**src/hw/rtl/assert_macros.svh**
```systemverilog
// Assertion macros used by the RTL of the converter core.
`ifndef ASSERT_MACROS_SVH
`define ASSERT_MACROS_SVH

// Check a property at every clock edge outside reset.
`define ASSERT_ALWAYS(lbl, prop, msg) \
    lbl: assert property (@(posedge i_clk) disable iff (!i_rst_n) (prop)) else $error(msg);

// Check that a condition is followed by a consequence in the next cycle.
`define ASSERT_NEXT(lbl, ante, cons, msg) \
    lbl: assert property (@(posedge i_clk) disable iff (!i_rst_n) (ante) |=> (cons)) \
        else $error(msg);

`endif

```
**src/hw/rtl/bspb_pkg.sv**
```systemverilog
// Shared types and constants of the B-spline to Bezier converter.
package bspb_pkg;

    localparam int COORD_WIDTH_DEF = 32;
    // Quotient bits resolved per divider stage.
    localparam int DIV_STEP = 8;
    localparam int NUM_AXES = 3;

    localparam logic KIND_JUNCTION = 1'b0;
    localparam logic KIND_INNER    = 1'b1;

    // Which weighted average a lane forms: (2a+b)/3, (a+2b)/3 or (a+4b+d)/6.
    typedef enum logic [1:0] {
        JOB_INNER_A,
        JOB_INNER_B,
        JOB_JUNCTION
    } t_job;

    typedef struct packed {
        logic valid;
        logic kind;
        logic last;
    } t_tag;

endpackage

```
**src/hw/rtl/bspb_in_if.sv**
```systemverilog
// Control point channel: valid/ready handshake with the point payload.
interface bspb_in_if #(
    parameter int COORD_WIDTH = bspb_pkg::COORD_WIDTH_DEF
) ();
    logic                          valid;
    logic                          ready;
    logic signed [COORD_WIDTH-1:0] point_x;
    logic signed [COORD_WIDTH-1:0] point_y;
    logic signed [COORD_WIDTH-1:0] point_z;
    logic                          curve_start;

    modport source (output valid, point_x, point_y, point_z, curve_start, input ready);
    modport sink   (input valid, point_x, point_y, point_z, curve_start, output ready);
endinterface

```
**src/hw/rtl/bspb_out_if.sv**
```systemverilog
// Bezier point channel: valid/ready handshake with the result payload.
interface bspb_out_if #(
    parameter int COORD_WIDTH = bspb_pkg::COORD_WIDTH_DEF
) ();
    logic                          valid;
    logic                          ready;
    logic signed [COORD_WIDTH-1:0] bez_x;
    logic signed [COORD_WIDTH-1:0] bez_y;
    logic signed [COORD_WIDTH-1:0] bez_z;
    logic                          point_kind;
    logic                          last_of_run;

    modport source (output valid, bez_x, bez_y, bez_z, point_kind, last_of_run, input ready);
    modport sink   (input valid, bez_x, bez_y, bez_z, point_kind, last_of_run, output ready);
endinterface

```
**src/hw/rtl/bspline_to_bezier_points_core.sv**
```systemverilog
// Top level of the uniform cubic B-spline to Bezier control point converter.
//
//  Channel   Dir  Payload                                    Transaction
//  i_pt      in   point_x/y/z (Q16.16), curve_start          one de Boor point
//  o_bez     out  bez_x/y/z (Q16.16), point_kind, last_of_run one Bezier point
//
//  A point that yields three results, or a single junction, holds the input until its last
//  job issues; one that yields nothing does not hold it. The single issue slot into the
//  lanes sets this. From transaction to first result lie the issue registers, the sum
//  register, the divide-by-three stages and the output register.
//  Synchronous active-low reset clears the point count, the sequencer and all valids.
//  A held result stalls the whole lane pipe; the sequencer still takes a point when idle.
module bspline_to_bezier_points_core #(
    parameter int COORD_WIDTH = bspb_pkg::COORD_WIDTH_DEF
) (
    input  logic       i_clk,
    input  logic       i_rst_n,
    bspb_in_if.sink    i_pt,
    bspb_out_if.source o_bez
);
    import bspb_pkg::*;
    `include "assert_macros.svh"

    localparam int NST = (COORD_WIDTH + 3 + DIV_STEP - 1) / DIV_STEP;
    localparam int LAT = NST + 1;

    localparam logic [1:0] SEEN_TWO  = 2'd2;
    localparam logic [1:0] SEEN_FULL = 2'd3;

    // Window of the current curve.
    logic signed [COORD_WIDTH-1:0] r_older [NUM_AXES];
    logic signed [COORD_WIDTH-1:0] r_newer [NUM_AXES];
    logic        [1:0]             r_seen;

    // Sequencer: operands of the point being issued and its next job.
    logic                          r_busy;
    t_job                          r_job;
    logic signed [COORD_WIDTH-1:0] r_ja [NUM_AXES];
    logic signed [COORD_WIDTH-1:0] r_jb [NUM_AXES];
    logic signed [COORD_WIDTH-1:0] r_jp [NUM_AXES];

    logic                          acc, en, iss;
    logic        [1:0]             seen_eff;
    logic signed [COORD_WIDTH-1:0] p_in [NUM_AXES];
    logic signed [COORD_WIDTH-1:0] a_eff [NUM_AXES];
    logic signed [COORD_WIDTH-1:0] b_eff [NUM_AXES];

    t_tag                          n_tag;
    t_tag                          r_tag [LAT];
    logic        [COORD_WIDTH-1:0] lane_q [NUM_AXES];

    assign p_in[0] = i_pt.point_x;
    assign p_in[1] = i_pt.point_y;
    assign p_in[2] = i_pt.point_z;

    assign acc = i_pt.valid && i_pt.ready;
    assign iss = r_busy && en;

    // Take a new point when idle or while the last job of the current one issues.
    assign i_pt.ready = !r_busy || (en && r_job == JOB_JUNCTION);

    // A curve start empties the window before the point joins it.
    assign seen_eff = i_pt.curve_start ? 2'd0 : r_seen;
    for (genvar k = 0; k < NUM_AXES; k++) begin : g_win
        assign a_eff[k] = i_pt.curve_start ? '0 : r_older[k];
        assign b_eff[k] = i_pt.curve_start ? '0 : r_newer[k];
    end

    always_ff @(posedge i_clk) begin
        if (!i_rst_n) begin
            r_seen <= '0;
            r_busy <= 1'b0;
            r_job  <= JOB_INNER_A;
        end else if (acc) begin
            r_seen <= (seen_eff == SEEN_FULL) ? SEEN_FULL : seen_eff + 2'd1;
            if (seen_eff == SEEN_FULL) begin
                r_busy <= 1'b1;
                r_job  <= JOB_INNER_A;
            end else if (seen_eff == SEEN_TWO) begin
                r_busy <= 1'b1;
                r_job  <= JOB_JUNCTION;
            end else begin
                r_busy <= 1'b0;
            end
        end else if (iss) begin
            case (r_job)
                JOB_INNER_A: r_job  <= JOB_INNER_B;
                JOB_INNER_B: r_job  <= JOB_JUNCTION;
                default:     r_busy <= 1'b0;
            endcase
        end
    end

    // Shift the window and snapshot the operands on every transaction.
    always_ff @(posedge i_clk) begin
        if (acc) begin
            for (int k = 0; k < NUM_AXES; k++) begin
                r_older[k] <= b_eff[k];
                r_newer[k] <= p_in[k];
                r_ja[k]    <= a_eff[k];
                r_jb[k]    <= b_eff[k];
                r_jp[k]    <= p_in[k];
            end
        end
    end

    // Tag travels alongside the lanes: junctions close the run.
    always_comb begin
        n_tag.valid = iss;
        n_tag.kind  = (r_job == JOB_JUNCTION) ? KIND_JUNCTION : KIND_INNER;
        n_tag.last  = (r_job == JOB_JUNCTION);
    end

    always_ff @(posedge i_clk) begin
        if (!i_rst_n) begin
            for (int s = 0; s < LAT; s++) begin
                r_tag[s] <= '0;
            end
        end else if (en) begin
            r_tag[0] <= n_tag;
            for (int s = 1; s < LAT; s++) begin
                r_tag[s] <= r_tag[s-1];
            end
        end
    end

    for (genvar k = 0; k < NUM_AXES; k++) begin : g_lane
        bspb_lane #(
            .COORD_WIDTH (COORD_WIDTH)
        ) u_lane (
            .i_clk (i_clk),
            .i_en  (en),
            .i_job (r_job),
            .i_a   (r_ja[k]),
            .i_b   (r_jb[k]),
            .i_p   (r_jp[k]),
            .o_q   (lane_q[k])
        );
    end

    bspb_merge #(
        .COORD_WIDTH (COORD_WIDTH)
    ) u_merge (
        .i_clk   (i_clk),
        .i_rst_n (i_rst_n),
        .i_tag   (r_tag[LAT-1]),
        .i_q     (lane_q),
        .o_en    (en),
        .o_bez   (o_bez)
    );

    `ASSERT_NEXT(a_run3, acc && seen_eff == SEEN_FULL, r_busy && r_job == JOB_INNER_A, "no run")
    `ASSERT_NEXT(a_jct, acc && seen_eff == SEEN_TWO, r_busy && r_job == JOB_JUNCTION, "junction")
    `ASSERT_NEXT(a_none, acc && seen_eff < SEEN_TWO, !r_busy, "result from opening point")
    `ASSERT_NEXT(a_hold, !en, $stable(r_tag[LAT-1]), "stalled tag moved")

endmodule

```
**src/hw/rtl/bspb_lane.sv**
```systemverilog
// One coordinate lane: weighted sum, then a pipelined divide by six with rounding.
module bspb_lane #(
    parameter int COORD_WIDTH = bspb_pkg::COORD_WIDTH_DEF
) (
    input  logic                          i_clk,
    input  logic                          i_en,
    input  bspb_pkg::t_job                i_job,
    input  logic signed [COORD_WIDTH-1:0] i_a,
    input  logic signed [COORD_WIDTH-1:0] i_b,
    input  logic signed [COORD_WIDTH-1:0] i_p,
    output logic        [COORD_WIDTH-1:0] o_q
);
    import bspb_pkg::*;

    localparam int SW  = COORD_WIDTH + 4;
    localparam int QW  = COORD_WIDTH + 3;
    localparam int NST = (QW + DIV_STEP - 1) / DIV_STEP;
    localparam int QP  = NST * DIV_STEP;
    localparam int IW  = $clog2(QP);
    // Rounding half plus an offset of 6*2^W keeps the dividend positive.
    localparam logic [SW-1:0] BIAS = SW'(3) | (SW'(6) << COORD_WIDTH);

    logic signed [SW-1:0] sa, sb, sp, w_sum;
    logic        [SW-1:0] n_sum, r_sum;
    logic        [QP-1:0] r_val [NST];
    logic        [1:0]    r_rem [NST];

    assign sa = SW'(i_a);
    assign sb = SW'(i_b);
    assign sp = SW'(i_p);

    // Thirds are formed as sixths of doubled weights; the even sum never ties.
    always_comb begin
        case (i_job)
            JOB_INNER_A:  w_sum = (sa <<< 2) + (sb <<< 1);
            JOB_INNER_B:  w_sum = (sa <<< 1) + (sb <<< 2);
            JOB_JUNCTION: w_sum = sa + (sb <<< 2) + sp;
            default:      w_sum = '0;
        endcase
    end

    assign n_sum = w_sum + BIAS;

    always_ff @(posedge i_clk) begin
        if (i_en) begin
            r_sum <= n_sum;
        end
    end

    // Halve, then long division by three, DIV_STEP quotient bits per stage.
    for (genvar s = 0; s < NST; s++) begin : g_div
        localparam int TOP = QP - 1 - s * DIV_STEP;
        logic [QP-1:0] v_in, v_out;
        logic [1:0]    rm_in, rm_out;

        if (s == 0) begin : g_first
            assign v_in  = QP'(r_sum[SW-1:1]);
            assign rm_in = '0;
        end else begin : g_next
            assign v_in  = r_val[s-1];
            assign rm_in = r_rem[s-1];
        end

        always_comb begin : p_step
            logic [2:0] t;
            v_out  = v_in;
            rm_out = rm_in;
            t      = '0;
            for (int j = 0; j < DIV_STEP; j++) begin
                t = {rm_out, v_in[IW'(TOP - j)]};
                if (t >= 3'd3) begin
                    v_out[IW'(TOP - j)] = 1'b1;
                    rm_out              = 2'(t - 3'd3);
                end else begin
                    v_out[IW'(TOP - j)] = 1'b0;
                    rm_out              = t[1:0];
                end
            end
        end

        always_ff @(posedge i_clk) begin
            if (i_en) begin
                r_val[s] <= v_out;
                r_rem[s] <= rm_out;
            end
        end
    end

    // Low bits drop the 2^W offset.
    assign o_q = r_val[NST-1][COORD_WIDTH-1:0];

endmodule

```
**src/hw/rtl/bspb_merge.sv**
```systemverilog
// Output register: joins the lane results with their tag and drives the result channel.
module bspb_merge #(
    parameter int COORD_WIDTH = bspb_pkg::COORD_WIDTH_DEF
) (
    input  logic                   i_clk,
    input  logic                   i_rst_n,
    input  bspb_pkg::t_tag         i_tag,
    input  logic [COORD_WIDTH-1:0] i_q [bspb_pkg::NUM_AXES],
    output logic                   o_en,
    bspb_out_if.source             o_bez
);
    import bspb_pkg::*;

    logic                          r_valid;
    logic signed [COORD_WIDTH-1:0] r_x, r_y, r_z;
    logic                          r_kind, r_last;

    // Advance the pipe whenever the output slot is free or being emptied.
    assign o_en = !r_valid || o_bez.ready;

    always_ff @(posedge i_clk) begin
        if (!i_rst_n) begin
            r_valid <= 1'b0;
        end else if (o_en) begin
            r_valid <= i_tag.valid;
        end
    end

    always_ff @(posedge i_clk) begin
        if (o_en) begin
            r_x    <= i_q[0];
            r_y    <= i_q[1];
            r_z    <= i_q[2];
            r_kind <= i_tag.kind;
            r_last <= i_tag.last;
        end
    end

    assign o_bez.valid       = r_valid;
    assign o_bez.bez_x       = r_x;
    assign o_bez.bez_y       = r_y;
    assign o_bez.bez_z       = r_z;
    assign o_bez.point_kind  = r_kind;
    assign o_bez.last_of_run = r_last;

endmodule
```
**src/flat_wrapper.sv**
```systemverilog
// flat-port wrapper written by rule: the top's interface ports become plain ports
module bspline_to_bezier_points_core_flat import bspb_pkg::*;
#(
    parameter int COORD_WIDTH = bspb_pkg::COORD_WIDTH_DEF
)
  (i_clk, i_rst_n, i_pt_valid, i_pt_point_x, i_pt_point_y, i_pt_point_z, i_pt_curve_start, i_pt_ready, o_bez_valid, o_bez_bez_x, o_bez_bez_y, o_bez_bez_z, o_bez_point_kind, o_bez_last_of_run, o_bez_ready);
  bspb_in_if #(.COORD_WIDTH(COORD_WIDTH)) i_pt_i ();
  bspb_out_if #(.COORD_WIDTH(COORD_WIDTH)) o_bez_i ();
  input  logic i_clk;
  input  logic i_rst_n;
  input wire logic [$bits(i_pt_i.valid)-1:0] i_pt_valid;
  input wire logic [$bits(i_pt_i.point_x)-1:0] i_pt_point_x;
  input wire logic [$bits(i_pt_i.point_y)-1:0] i_pt_point_y;
  input wire logic [$bits(i_pt_i.point_z)-1:0] i_pt_point_z;
  input wire logic [$bits(i_pt_i.curve_start)-1:0] i_pt_curve_start;
  output wire logic [$bits(i_pt_i.ready)-1:0] i_pt_ready;
  output wire logic [$bits(o_bez_i.valid)-1:0] o_bez_valid;
  output wire logic [$bits(o_bez_i.bez_x)-1:0] o_bez_bez_x;
  output wire logic [$bits(o_bez_i.bez_y)-1:0] o_bez_bez_y;
  output wire logic [$bits(o_bez_i.bez_z)-1:0] o_bez_bez_z;
  output wire logic [$bits(o_bez_i.point_kind)-1:0] o_bez_point_kind;
  output wire logic [$bits(o_bez_i.last_of_run)-1:0] o_bez_last_of_run;
  input wire logic [$bits(o_bez_i.ready)-1:0] o_bez_ready;
  assign i_pt_i.valid = i_pt_valid;
  assign i_pt_i.point_x = i_pt_point_x;
  assign i_pt_i.point_y = i_pt_point_y;
  assign i_pt_i.point_z = i_pt_point_z;
  assign i_pt_i.curve_start = i_pt_curve_start;
  assign i_pt_ready = i_pt_i.ready;
  assign o_bez_valid = o_bez_i.valid;
  assign o_bez_bez_x = o_bez_i.bez_x;
  assign o_bez_bez_y = o_bez_i.bez_y;
  assign o_bez_bez_z = o_bez_i.bez_z;
  assign o_bez_point_kind = o_bez_i.point_kind;
  assign o_bez_last_of_run = o_bez_i.last_of_run;
  assign o_bez_i.ready = o_bez_ready;
  bspline_to_bezier_points_core #(.COORD_WIDTH(COORD_WIDTH)) u_core (.i_clk(i_clk), .i_rst_n(i_rst_n), .i_pt(i_pt_i), .o_bez(o_bez_i));
endmodule
```
**config.mk**
```make
export PLATFORM = sky130hd
export DESIGN_NAME = bspline_to_bezier_points_core_flat
export DESIGN_NICKNAME = d
export VERILOG_FILES = /design/src/hw/rtl/bspb_pkg.sv /design/src/hw/rtl/bspb_in_if.sv /design/src/hw/rtl/bspb_out_if.sv /design/src/hw/rtl/bspline_to_bezier_points_core.sv /design/src/hw/rtl/bspb_lane.sv /design/src/hw/rtl/bspb_merge.sv /design/src/flat_wrapper.sv
export VERILOG_INCLUDE_DIRS = /design/src /design/src/hw/rtl
export SDC_FILE = /design/constraint.sdc
export NUM_CORES = 2
export LEC_CHECK = 0
export BUFFER_PORTS_ARGS = -buffer_cell sky130_fd_sc_hd__buf_4
export CORE_AREA = 8 8 332 334
export CTS_CLUSTER_SIZE = 8
export DETAILED_ROUTE_END_ITERATION = 8
export DIE_AREA = 0 0 340 342
export PLACE_DENSITY = 0.82
export REMOVE_ABC_BUFFERS = 1
export SLEW_MARGIN = 0
export SYNTH_ARGS = -nofsm -noshare
export SYNTH_HDL_FRONTEND = slang
export SYNTH_HIERARCHICAL = 1
export SYNTH_SLANG_ARGS = --single-unit
```
**constraint.sdc**
```tcl
create_clock -name i_clk -period 11 [get_ports i_clk]
set_input_delay 0 -clock i_clk [delete_from_list [all_inputs] [get_ports i_clk]]
set_output_delay 0 -clock i_clk [all_outputs]
set_load 0.1 [all_outputs]
```
==> results.rst <==
.. list-table::
   :header-rows: 1

   * - Metric
     - Value
   * - Count of flip-flops with a built-in enable after synthesis
     - 986
   * - Cells after DPL
     - 6649
   * - Critical path's most frequent cell
     - sky130_fd_sc_hd__ha_1
   * - Syn_area_per_cell
     - 11.5 µm²
   * - Number of clock sinks seen by CTS
     - 992
   * - Final period utilization
     - 80.5%
   * - Total via count after detailed routing
     - 43800
   * - Number of cells produced by synthesis
     - 5159
   * - End point of the critical path
     - u_core/g_lane[0].u_lane/r_rem[0][4]
   * - Max stage delay on crit path
     - 690 ps
   * - Setup repair after global routing missed its margin
     - no
   * - Basic-gate share of the synthesized area counting and, or, nand and nor cells
     - 14.3%
   * - Maximum vdd drop
     - 333 µV
   * - Pwr dens
     - 287 mW/mm²
   * - Clock tree root buffer cell
     - sky130_fd_sc_hd__clkbuf_16
   * - Register area share after synthesis
     - 50.1%
   * - Number of clock buffers inserted by TritonCTS
     - 142
   * - Worst min-delay path category
     - in2reg
   * - CTS resizes
     - 0
   * - Top cells by instance count after synthesis
     - sky130_fd_sc_hd__edfxtp_1 (986), sky130_fd_sc_hd__nand2_1 (402), sky130_fd_sc_hd__ha_1 (372)
   * - Number of standard-cell rows in the floorplan
     - 119
   * - Compound-cell area share of the yosys netlist
     - 16.9%
   * - Detailed-route wire length
     - 147 mm
   * - Fraction of the mapped netlist area in adder cells
     - 11.2%
   * - R2R Path End
     - u_core/g_lane[0].u_lane/r_rem[0][4]
   * - Worst-Skew Late Latency
     - 750 ps
   * - Largest cells by area after synthesis
     - sky130_fd_sc_hd__edfxtp_1 (50%), sky130_fd_sc_hd__ha_1 (7.8%), sky130_fd_sc_hd__fa_1 (3.3%)
   * - Hold buffer count at cts
     - 195
   * - Global-route wire length before repair
     - 232 mm
   * - Multiplexer share of the synthesized area
     - 1.75%
   * - Pins over their slew limit
     - 0
   * - Crit. End Element
     - flip-flop
   * - Final-report hold violation count
     - 0
   * - Buf/Inv on CP
     - 1
   * - Data required, critical path
     - 11500 ps
   * - Synthesized flop and latch total
     - 992
   * - Fillers
     - 7552
   * - Area used by multi-input combinational logic
     - 0.0286 mm²
   * - Number of setup violations in the final report
     - 0
   * - Port bufs
     - 200
   * - Post-route cell area
     - 0.0682 mm²
   * - Clock-pin slew on the worst setup and hold paths
     - 50 ps
   * - Proportion of netlist area held by the largest area contributor
     - 49.9%
   * - Signal arrival time at the worst endpoint
     - 9350 ps
   * - Total Die Area
     - 0.116 mm²
   * - Post-route minimum period
     - 8860 ps
   * - Max-cap viol count
     - 0
   * - Dominant combinational cell family by area after synthesis
     - compound AO/OA/AOI/OAI gates
   * - Post-detailed-route wirelength per cell
     - 20.9 µm
   * - Clock tree from TritonCTS
     - yes
   * - Via count of the first global-routing pass
     - 43200
   * - Number of post-CTS setup repair buffers
     - 0
   * - Largest net degree at the start of global routing
     - 140
   * - Via density per instance
     - 6.24
   * - Cell family contributing the most delay on the critical path
     - simple AND/OR/NAND/NOR gates
   * - Worst Path Class, Setup
     - reg2reg
   * - Initial Utilization
     - 56.7%
   * - Max Fanout on Critical Path
     - 9
   * - Worst slew slack as a fraction of its limit
     - 18.2%
   * - Cell area after placement
     - 0.0623 mm²
   * - Last weighted congestion value of the routability-driven placer
     - 0.931
   * - Overflow after GRT
     - 0
   * - Non-filler cells, final
     - 7023
   * - Vertical die dimension
     - 342 µm
   * - Cell depth of the worst hold path
     - 2
   * - Synth warn
     - 6
   * - Total routing resource utilization after global routing
     - 24.6%
   * - Total number of nets in the final design
     - 6169
   * - Relative area change from synthesis to final layout
     - 14.9%
   * - Transition at the pin with the smallest max-transition slack
     - 1230 ps
   * - DRC viols
     - 0
   * - H-Tree Level Count
     - 4
   * - Cell leakage power
     - 0.0265 µW
   * - Core area
     - 0.105 mm²
   * - Detailed placer's ending HPWL
     - 102 mm
   * - Footprint of the flip-flops and latches
     - 0.0297 mm²
   * - Top-count cell post-synth
     - sky130_fd_sc_hd__edfxtp_1
   * - Worst path slowest cell
     - sky130_fd_sc_hd__or4b_2
   * - Critical R2R Launch
     - u_core/g_lane[0].u_lane/r_rem[0][2]
   * - Number of cells traversed by the worst register-to-register path
     - 37
   * - Netlist area before placement
     - 0.0594 mm²
   * - Worst hold start
     - i_pt_point_x[17]
   * - Fraction of final layout cells with drive strength greater than 1
     - 9.71%
   * - Stages on worst setup path
     - 37
   * - Area share of xor/xnor cells in the synthesized design
     - 3.95%
   * - DRC marker count from the first detailed-route iteration
     - 3673
   * - I/O Pins
     - 201
   * - Worst Clk Skew
     - 38.3 ps
   * - Number of detailed-route iterations in the first pass
     - 7
   * - Final ANT Viol Nets
     - 0
   * - Upper clock frequency limit
     - 0.113 GHz
   * - Number of antenna violations at the first check in global routing
     - 1
   * - Top FF cell, synth
     - sky130_fd_sc_hd__edfxtp_1
   * - Critical path launch point
     - u_core/g_lane[0].u_lane/r_rem[0][2]
   * - Count of cell types in the netlist
     - 141
   * - Kind of launch point of the worst setup path
     - flip-flop
   * - Cell type with the largest total area after synthesis
     - sky130_fd_sc_hd__edfxtp_1
   * - Status
     - completed
   * - Die extent in x
     - 340 µm
   * - CTS Buffer Depth
     - 3
   * - Share of async-settable or async-resettable flops after synthesis
     - 0%
   * - R2r setup slk
     - 2140 ps
[registers in the layout, indices dropped and copies added (netlist names)]
| signal | count |
|---|---|
| u_core/g_lane.u_lane/r_sum | 96 |
| u_core/r_newer | 96 |
| u_core/r_tag | 18 |
| u_core/g_lane.u_lane/r_rem | 18 |
| u_core/r_job | 2 |
| u_core/u_merge/o_bez.last_of_run | 1 |
| u_core/g_lane.u_lane/r_val | 468 |
| u_core/u_merge/o_bez.valid | 1 |
| u_core/r_seen | 2 |
| u_core/r_ja | 96 |
| u_core/u_merge/o_bez.point_kind | 1 |
| u_core/u_merge/o_bez.bez_y | 32 |
| u_core/u_merge/o_bez.bez_z | 32 |
| u_core/r_jb | 96 |
| u_core/u_merge/o_bez.bez_x | 32 |
| u_core/r_busy | 1 |
[final cells by class]
type                       count  share of cell area (%)
clock buffer                 163                    5.39
inverter                     147                   0.809
sequential                   992                    43.6
timing repair buffer         423                    5.39
clock inverter                15                   0.389
tap                         1391                    2.55
multi-input combinational   3891                    41.9
antenna                        1                 0.00367
[per-layer routing]
layer	share of wire [%]	GRT usage (%)
met3	7.0	3.89
met5	0	0
met1	42	32.6
met2	48	41.1
met4	3.0	8.55
[cells in the final DEF, fill, tap and decap left out, types with 85 or more instances in the layout]
cell type and instances:
sky130_fd_sc_hd__nor2_1 313, sky130_fd_sc_hd__ha_1 372, sky130_fd_sc_hd__xnor2_1 165, sky130_fd_sc_hd__edfxtp_1 986, sky130_fd_sc_hd__nand3_1 85, sky130_fd_sc_hd__buf_4 226, sky130_fd_sc_hd__a21o_1 118, sky130_fd_sc_hd__inv_1 146
sky130_fd_sc_hd__xor2_1 103, sky130_fd_sc_hd__o21ai_0 232, sky130_fd_sc_hd__clkbuf_16 144, sky130_fd_sc_hd__nor2b_1 239, sky130_fd_sc_hd__nand2_1 402, sky130_fd_sc_hd__nor3_1 130, sky130_fd_sc_hd__fa_1 99, sky130_fd_sc_hd__dlygate4sd3_1 195
sky130_fd_sc_hd__a21oi_1 328
[metrics by stage]
stage	hold slack [ps]	setup WS [ps]	total power [µW]	utilization, %	setup TNS, ps
finish	68.0	2140	19600	65.2	0
global route	38.0	1660	20700	65.2	0
CTS	12.2	2230	19500	65.2	0
detailed placement	179	2440	15400	59.5	0
global placement	178	2980	14900	59.5	0
floorplan	92.8	-668	13300	-	-73810
[worst min-delay path by stage]
stage | slack, ps | to
floorplan | 90 | u_core/r_seen[1]
detailed placement | 180 | u_core/r_newer[0][88]
global placement | 180 | u_core/r_newer[0][26]
global route | 40 | u_core/r_newer[0][17]
finish | 70 | u_core/r_newer[0][17]
CTS | 10 | u_core/r_newer[0][17]
[cells by family after synthesis]
group,after synthesis
AO/OA/AOI/OAI,1431
other,3
buffers and inverters,276
adder cells (fa/ha/maj),471
flip-flops,992
XOR/XNOR,268
multiplexers,94
AND/OR/NAND/NOR,1624
[report_power, final]
group / leakage [µW] / internal [µW] / switching [µW] / total, µW
Sequential: 0.0102 / 5690 / 598 / 6290
Clock: 0.00192 / 2350 / 1580 / 3930
Combinational: 0.0144 / 3570 / 5770 / 9340
Note: power is estimated with default switching activity, not from simulation.
